<file path="src/sv/ifdc_pkg.sv">
// Shared types and constants for the DFT impedance calculator.
package ifdc_pkg;

    localparam int ABS_W   = 17;
    localparam int SUM_W   = 34;
    localparam int RAD_W   = 64;
    localparam int ROOT_W  = 32;
    localparam int REM_W   = 34;
    localparam int MAG_W   = 24;
    localparam int REF_W   = 20;
    localparam int PROD_W  = 44;
    localparam int IMP_W   = 32;
    localparam int CNT_W   = 6;
    localparam int SQRT_ITERS = RAD_W / 2;
    localparam int DIV_ITERS  = PROD_W;

    localparam logic [REF_W-1:0] REF_RESET = REF_W'(22000);

    localparam logic OP_CALIBRATE = 1'b0;
    localparam logic OP_MEASURE   = 1'b1;

    localparam logic [1:0] ST_OK        = 2'd0;
    localparam logic [1:0] ST_SATURATED = 2'd1;
    localparam logic [1:0] ST_NO_CAL    = 2'd2;

    typedef struct packed {
        logic load;
        logic sq_re;
        logic sq_im;
        logic sqrt_step;
        logic mag_load;
        logic mul;
        logic div_step;
        logic out_load;
    } ifdc_cmd_t;

    typedef struct packed {
        logic op;
        logic cal_valid;
        logic mag_zero;
        logic out_busy;
    } ifdc_stat_t;

endpackage

</file>
<file path="src/sv/ifdc_ctrl.sv">
// Sequencer for the impedance calculator: steps the square root and divider.
module ifdc_ctrl import ifdc_pkg::*; (
    input  logic       aclk,
    input  logic       aresetn,
    input  logic       s_tvalid,
    output logic       s_tready,
    input  ifdc_stat_t stat,
    output ifdc_cmd_t  cmd
);

    typedef enum logic [2:0] {
        IDLE, SQ_RE, SQ_IM, SQRT, MAG, MUL, DIV, DONE
    } state_t;

    state_t             state_reg, state_next;
    logic [CNT_W-1:0]   cnt_reg, cnt_next;

    assign s_tready = (state_reg == IDLE);

    always_comb begin
        state_next = state_reg;
        cnt_next   = cnt_reg;
        cmd        = '0;
        unique case (state_reg)
            IDLE: begin
                if (s_tvalid) begin
                    cmd.load   = 1'b1;
                    state_next = SQ_RE;
                end
            end
            SQ_RE: begin
                cmd.sq_re  = 1'b1;
                state_next = SQ_IM;
            end
            SQ_IM: begin
                cmd.sq_im  = 1'b1;
                cnt_next   = CNT_W'(SQRT_ITERS - 1);
                state_next = SQRT;
            end
            SQRT: begin
                cmd.sqrt_step = 1'b1;
                cnt_next      = cnt_reg - 1'b1;
                if (cnt_reg == '0) begin
                    state_next = MAG;
                end
            end
            MAG: begin
                cmd.mag_load = 1'b1;
                state_next   = MUL;
            end
            MUL: begin
                cmd.mul  = 1'b1;
                cnt_next = CNT_W'(DIV_ITERS - 1);
                if (stat.op == OP_CALIBRATE || !stat.cal_valid || stat.mag_zero) begin
                    state_next = DONE;
                end else begin
                    state_next = DIV;
                end
            end
            DIV: begin
                cmd.div_step = 1'b1;
                cnt_next     = cnt_reg - 1'b1;
                if (cnt_reg == '0) begin
                    state_next = DONE;
                end
            end
            DONE: begin
                if (!stat.out_busy) begin
                    cmd.out_load = 1'b1;
                    state_next   = IDLE;
                end
            end
            default: state_next = IDLE;
        endcase
    end

    always_ff @(posedge aclk) begin
        if (!aresetn) begin
            state_reg <= IDLE;
            cnt_reg   <= '0;
        end else begin
            state_reg <= state_next;
            cnt_reg   <= cnt_next;
        end
    end

endmodule

</file>
<file path="src/sv/ifdc_dp.sv">
// Datapath: squares, bitwise square root, gain multiply, restoring divider, output register.
module ifdc_dp import ifdc_pkg::*; #(
    parameter int FRACTION_BITS = 8
) (
    input  logic              aclk,
    input  logic              aresetn,
    input  logic              cfg_we,
    input  logic [REF_W-1:0]  cfg_wdata,
    input  logic [31:0]       s_tdata,
    input  logic              s_tuser,
    output logic              m_tvalid,
    input  logic              m_tready,
    output logic [55:0]       m_tdata,
    output logic [1:0]        m_tuser,
    input  ifdc_cmd_t         cmd,
    output ifdc_stat_t        stat
);

    logic [REF_W-1:0]  ref_reg;
    logic              op_reg;
    logic [ABS_W-1:0]  re_reg, im_reg;
    logic [SUM_W-1:0]  sum_reg;
    logic [RAD_W-1:0]  rad_reg;
    logic [REM_W-1:0]  rem_reg;
    logic [ROOT_W-1:0] root_reg;
    logic [MAG_W-1:0]  mag_reg;
    logic [MAG_W-1:0]  cal_mag_reg;
    logic              cal_valid_reg;
    logic [PROD_W-1:0] dvd_reg;
    logic [MAG_W-1:0]  drem_reg;
    logic              m_tvalid_reg;
    logic [IMP_W-1:0]  imp_out_reg;
    logic [MAG_W-1:0]  mag_out_reg;
    logic [1:0]        st_out_reg;

    logic [ABS_W-1:0]   re_abs, im_abs, sq_in;
    logic [SUM_W-1:0]   sq_prod, sum_full;
    logic [REM_W+1:0]   r_shift, r_trial;
    logic               r_ge;
    logic [MAG_W:0]     d_shift;
    logic               d_ge;
    logic [IMP_W-1:0]   imp_next;
    logic [1:0]         st_next;

    function automatic logic [ABS_W-1:0] abs16(input logic [15:0] v);
        logic [ABS_W-1:0] x;
        x = {1'b0, v};
        if (v[15]) begin
            x = ABS_W'(17'h10000) - x;
        end
        return x;
    endfunction

    assign re_abs   = abs16(s_tdata[15:0]);
    assign im_abs   = abs16(s_tdata[31:16]);
    assign sq_in    = cmd.sq_re ? re_reg : im_reg;
    assign sq_prod  = sq_in * sq_in;
    assign sum_full = sum_reg + sq_prod;

    assign r_shift = {rem_reg, rad_reg[RAD_W-1 -: 2]};
    assign r_trial = {root_reg, 2'b01};
    assign r_ge    = (r_shift >= r_trial);

    assign d_shift = {drem_reg, dvd_reg[PROD_W-1]};
    assign d_ge    = (d_shift >= {1'b0, mag_reg});

    always_comb begin
        imp_next = '0;
        st_next  = ST_OK;
        if (op_reg == OP_MEASURE) begin
            if (!cal_valid_reg) begin
                st_next = ST_NO_CAL;
            end else if (mag_reg == '0 || |dvd_reg[PROD_W-1:IMP_W]) begin
                imp_next = '1;
                st_next  = ST_SATURATED;
            end else begin
                imp_next = dvd_reg[IMP_W-1:0];
            end
        end
    end

    assign stat.op        = op_reg;
    assign stat.cal_valid = cal_valid_reg;
    assign stat.mag_zero  = (mag_reg == '0);
    assign stat.out_busy  = m_tvalid_reg && !m_tready;

    assign m_tvalid = m_tvalid_reg;
    assign m_tdata  = {mag_out_reg, imp_out_reg};
    assign m_tuser  = st_out_reg;

    always_ff @(posedge aclk) begin
        if (!aresetn) begin
            ref_reg       <= REF_RESET;
            cal_valid_reg <= 1'b0;
            cal_mag_reg   <= '0;
            m_tvalid_reg  <= 1'b0;
        end else begin
            if (cfg_we) begin
                ref_reg <= cfg_wdata;
            end
            if (cmd.mul && op_reg == OP_CALIBRATE) begin
                cal_mag_reg   <= mag_reg;
                cal_valid_reg <= 1'b1;
            end
            if (cmd.out_load) begin
                m_tvalid_reg <= 1'b1;
            end else if (m_tready) begin
                m_tvalid_reg <= 1'b0;
            end
        end
    end

    always_ff @(posedge aclk) begin
        if (cmd.load) begin
            op_reg <= s_tuser;
            re_reg <= re_abs;
            im_reg <= im_abs;
        end
        if (cmd.sq_re) begin
            sum_reg <= sq_prod;
        end
        if (cmd.sq_im) begin
            rad_reg  <= RAD_W'({{(RAD_W-SUM_W){1'b0}}, sum_full} << (2 * FRACTION_BITS));
            rem_reg  <= '0;
            root_reg <= '0;
        end
        if (cmd.sqrt_step) begin
            rad_reg <= rad_reg << 2;
            if (r_ge) begin
                rem_reg  <= REM_W'(r_shift - r_trial);
                root_reg <= {root_reg[ROOT_W-2:0], 1'b1};
            end else begin
                rem_reg  <= REM_W'(r_shift);
                root_reg <= {root_reg[ROOT_W-2:0], 1'b0};
            end
        end
        if (cmd.mag_load) begin
            mag_reg <= (|root_reg[ROOT_W-1:MAG_W]) ? '1 : root_reg[MAG_W-1:0];
        end
        if (cmd.mul) begin
            dvd_reg  <= PROD_W'(ref_reg * cal_mag_reg);
            drem_reg <= '0;
        end
        if (cmd.div_step) begin
            if (d_ge) begin
                drem_reg <= MAG_W'(d_shift - {1'b0, mag_reg});
                dvd_reg  <= {dvd_reg[PROD_W-2:0], 1'b1};
            end else begin
                drem_reg <= d_shift[MAG_W-1:0];
                dvd_reg  <= {dvd_reg[PROD_W-2:0], 1'b0};
            end
        end
        if (cmd.out_load) begin
            imp_out_reg <= imp_next;
            mag_out_reg <= mag_reg;
            st_out_reg  <= st_next;
        end
    end

endmodule

</file>
<file path="src/sv/impedance_from_dft_calibrated.sv">
// Top level of the calibrated impedance calculator from DFT real/imaginary results.
//
// Input channel (s_): one transaction per DFT result; s_tuser is the op
// (0 calibrate against the reference load, 1 measure), s_tdata the real and
// imaginary parts. Output channel (m_): one transaction per input with the
// impedance, the magnitude (FRACTION_BITS fraction bits) and a status code.
// cfg_we/cfg_wdata write reference_ohms; write only while the block is idle.
// Calibrate items, measures before calibration and zero magnitudes skip the
// divider steps and go from the multiply straight to the output load.
// One item is in work at a time; s_tready is high only while idle, so a new
// item is accepted only after the last one has gone to the output register.
// The work is done by the 32-step square root (two radicand bits per cycle)
// and the 44-step restoring divider (one quotient bit per cycle).
// The result sits in an output register: the next item is accepted while it
// waits; if m_tready stays low, a finished item holds in the datapath until
// the register frees. Reset clears the calibration, sets reference_ohms to
// 22000 and drops m_tvalid.
module impedance_from_dft_calibrated import ifdc_pkg::*; #(
    parameter int FRACTION_BITS = 8
) (
    input  logic              aclk,
    input  logic              aresetn,
    input  logic              cfg_we,
    input  logic [REF_W-1:0]  cfg_wdata,
    input  logic              s_tvalid,
    output logic              s_tready,
    input  logic [31:0]       s_tdata,   // [15:0] real_value, [31:16] imag_value
    input  logic              s_tuser,   // [0] op
    output logic              m_tvalid,
    input  logic              m_tready,
    output logic [55:0]       m_tdata,   // [31:0] impedance_ohms, [55:32] magnitude_fixed
    output logic [1:0]        m_tuser    // [1:0] status
);

    ifdc_cmd_t  cmd;
    ifdc_stat_t stat;

    ifdc_ctrl u_ctrl (
        .aclk     (aclk),
        .aresetn  (aresetn),
        .s_tvalid (s_tvalid),
        .s_tready (s_tready),
        .stat     (stat),
        .cmd      (cmd)
    );

    ifdc_dp #(
        .FRACTION_BITS (FRACTION_BITS)
    ) u_dp (
        .aclk      (aclk),
        .aresetn   (aresetn),
        .cfg_we    (cfg_we),
        .cfg_wdata (cfg_wdata),
        .s_tdata   (s_tdata),
        .s_tuser   (s_tuser),
        .m_tvalid  (m_tvalid),
        .m_tready  (m_tready),
        .m_tdata   (m_tdata),
        .m_tuser   (m_tuser),
        .cmd       (cmd),
        .stat      (stat)
    );

endmodule
</file>
<file path="config.mk">
export PLATFORM = sky130hd
export DESIGN_NAME = impedance_from_dft_calibrated
export DESIGN_NICKNAME = d
export VERILOG_FILES = /design/src/sv/ifdc_pkg.sv /design/src/sv/ifdc_ctrl.sv /design/src/sv/ifdc_dp.sv /design/src/sv/impedance_from_dft_calibrated.sv
export SDC_FILE = /design/constraint.sdc
export NUM_CORES = 2
export LEC_CHECK = 0
export ABC_AREA = 0
export BUFFER_PORTS_ARGS = -buffer_cell sky130_fd_sc_hd__buf_4
export CORE_MARGIN = 2
export CORE_UTILIZATION = 65
export DETAILED_ROUTE_END_ITERATION = 12
export GPL_TIMING_DRIVEN = 0
export PLACE_DENSITY = 0.93
export SYNTH_ARGS = -nofsm -noshare
export SYNTH_HDL_FRONTEND = slang
export SYNTH_SLANG_ARGS = --single-unit
</file>
<file path="constraint.sdc">
create_clock -name aclk -period 14.1 [get_ports aclk]
set_input_delay 4.23 -clock aclk [delete_from_list [all_inputs] [get_ports aclk]]
set_output_delay 4.23 -clock aclk [all_outputs]
set_load 0.03 [all_outputs]
</file>
==> flow_summary.toml <==
[worst_hold_path]
whs_endpoint = "u_dp.cal_mag_reg[6]$_SDFFE_PN0P_"
min_path_cells = 2
min_from = "u_dp.cal_mag_reg[6]$_SDFFE_PN0P_"
worstHoldPathType = "reg -> reg"

[cts]
cts_setup_buffers = 0
cts_buffer_depth = 3
worstSkewPairLatency_ns = 0.59
cts_hold_buf = 0
cts_tree = "built"
cts.reportedPaths.clkPinSlew_ns = 0.06
numCtsBuffers = 43
clock-sinks = 387
post_cts_resized = 0
cts-root-buf = "clkbuf_16"
htree_levels = 2

[sta]
setup_slack_ns = 2.23
rsz0062_at_grt = "false"
setup_tns_ns = 0
tightest_slew_ns = 1.47
period_share_pct = 84.2
finalSetupViolations = 0
drv_slew = 0
timing.fmax_ghz = 0.0843
period_needed_ns = 11.87
maxSlewHeadroom_pct = 1.18
hold_viol = 0
fin_skew_ns = 0.0264

[floorplan]
start_util_pct = 65.7
num_io_pins = 118
dieArea_mm2 = 0.0687
fp.coreArea_mm2 = 0.0659
fp.dieW_um = 262
die_h_um = 262
rows = 94

[finish]
largest_register_ffs = 48
fin_util_pct = 71.2
fin_nets = 5714
drive_gt1_share_pct = 4.75
syn2layout_area_growth_pct = 8.34
nFillCells = 4326

[global_route]
antenna_found_initial = 10
grt_pass1_wl_mm = 186
track_usage_pct = 35.0
overflow = 0
grt_max_degree = 78
grt_pass1_vias = 36100

[detailed_routing]
drt-initial-drc-count = 3513
vias_per_cell = 6.16
drc_errors = 3
dr.pass1.iters = 11
routed_wl_mm = 118
routedWlPerCell_um = 20.9
ant_nets = 0
vias = 34600

[job]
maxCapViolations = 1

[critical_path]
cp-end-kind = "flip-flop"
cp_slowest_cell = "mux2i_1"
rrSetupSlack_ns = 2.23
rr_worst_depth = 36
critPathMaxFanout = 10
cpPeakStageDelay_ns = 1.12
critPathMostFrequentCell = "fa_1"
worstPathRequired_ns = 14.40
critPathKind = "reg -> reg"
r2r_start = "u_ctrl.state_reg[1]$_SDFFE_PN0P_"
reg2reg_to = "u_dp.rad_reg[48]$_DFFE_PP_"
worstPathArrival_ns = 12.17
start_kind = "flip-flop"

[place]
dp_slack_ns = 2.58
io_buffers = 115
routabilityCongestion = 1.05
hpwl_mm = 89.9

[synth]
synthCells = 4553
ys_seq_area_share_pct = 25.6
ys_ff_latch = 387
avgSynthCellArea_um2 = 9.51
synth_ff_type = "edfxtp_1"
async_reset_ff_share_pct = 0
synth_edf_count = 332
yosysWarnings = 0
yosysUniqueCellTypes = 72
syn_area_mm2 = 0.0433

[status]
violations = "DRC, capacitance limit"
status = "finished, violations left"
==> cell usage after synthesis, drive strengths merged (6+ instances only) <==
library cell / number / area, um2
nor3: 33 / 165
inv: 795 / 2980
a21boi: 34 / 255
edfxtp: 332 / 9970
and3: 28 / 175
nand2: 621 / 2330
mux2i: 49 / 490
o21a: 18 / 135
and2: 171 / 1070
o22ai: 6 / 37.5
dfxtp: 55 / 1100
xor2: 74 / 648
o31ai: 24 / 180
mux2: 9 / 101
o21bai: 24 / 184
xnor2: 98 / 858
clkbuf: 188 / 706
nand4: 28 / 175
o21ai: 128 / 644
nand3: 62 / 310
nor4: 18 / 119
nor2: 291 / 1090
nand2b: 18 / 113
nor2b: 32 / 200
a31oi: 20 / 125
ha: 353 / 4420
clkinv: 8 / 30.0
a21oi: 206 / 1030
fa: 583 / 11700
buf: 7 / 27.5
a211oi: 31 / 238
a21o: 118 / 886
and4: 7 / 61.3
or3: 11 / 68.8
==> layout make-up <==
class	instances	area, um2	share of cell area [%]
repair buffers	121	982	2.09
well taps	864	1080	2.31
inverters	803	3010	6.43
plain buffers	195	738	1.57
multi-input cells	3169	28500	60.7
diodes	5	12.5	0.0267
clock buffers	63	1330	2.83
clock inverters	16	183	0.390
flip-flops and latches	387	11100	23.6
==> through the flow <==
stage,std cells,hold slack [ns],cell area [um2]
finish,5623,0.488,46900
global route,5621,0.528,46900
CTS,5618,0.490,46900
detailed placement,5539,0.480,45400
global placement,5533,0.470,45200
floorplan,4554,0.454,43300
==> placed cells by master, fill, tap and decap left out, types with 20 or more instances in the layout <==
cell type	count
edfxtp_1	332
nand2_1	621
o21bai_1	23
xnor2_1	98
fa_1	583
o21ai_0	124
mux2i_1	49
inv_1	794
xor2_1	74
nand4_1	28
ha_1	353
nor2b_1	32
and3_1	27
buf_4	115
nor3_1	32
dfxtp_1	55
a21o_1	118
nor2_1	291
clkbuf_1	192
nand3_1	62
a31oi_1	20
clkbuf_16	46
a211oi_1	30
a21oi_1	205
and2_1	170
a21boi_0	34
o31ai_1	24
==> routing by layer <==
metal  vias to the layer above  part of all wire (%)  track usage [%]
met3                       690                    11             9.28
li1                      15000                     -                -
met1                     16700                    34             40.1
met4                         4                   8.1             23.3
met2                      2227                    47             58.0
met5                         -                 0.016                0
==> cells by family after synthesis <==
kind of cell               synth area share, %
and+or+nand+nor                           13.9
buffers and inverters                     8.66
adders and majority gates                 37.2
AOI/OAI and AO/OA                         9.83
DFF                                       25.6
xor gates and xnor gates                  3.48
muxes                                     1.37
other                                  0.00866
==> how the worst max path moves through the flow <==
stage / from / end / slack [ns] / cells past startpoint
after global placement: u_ctrl.state_reg[1]$_SDFFE_PN0P_ / u_dp.rad_reg[47]$_DFFE_PP_ / 2.22 / 37
after CTS: u_ctrl.state_reg[1]$_SDFFE_PN0P_ / u_dp.rad_reg[48]$_DFFE_PP_ / 2.44 / 38
after floorplan: u_ctrl.state_reg[1]$_SDFFE_PN0P_ / u_dp.rad_reg[47]$_DFFE_PP_ / 4.51 / 37
final: u_ctrl.state_reg[1]$_SDFFE_PN0P_ / u_dp.rad_reg[48]$_DFFE_PP_ / 2.23 / 36
after global routing: u_ctrl.state_reg[1]$_SDFFE_PN0P_ / u_dp.rad_reg[48]$_DFFE_PP_ / 1.58 / 38
after detailed placement: u_ctrl.state_reg[1]$_SDFFE_PN0P_ / u_dp.rad_reg[48]$_DFFE_PP_ / 2.58 / 38
==> critical path, delay by kind of cell (launching register included) <==
family	cells	cell delay, ns
fa+ha+maj	8	3.74
simple gates	9	2.19
compound gates	10	2.13
buf+inv	6	1.59
mux	1	1.12
xor+xnor	2	0.42
flops	1	0.37
Power is not shown: default switching activity piles up to over one toggle a cycle in this logic, so the estimate is an artifact.
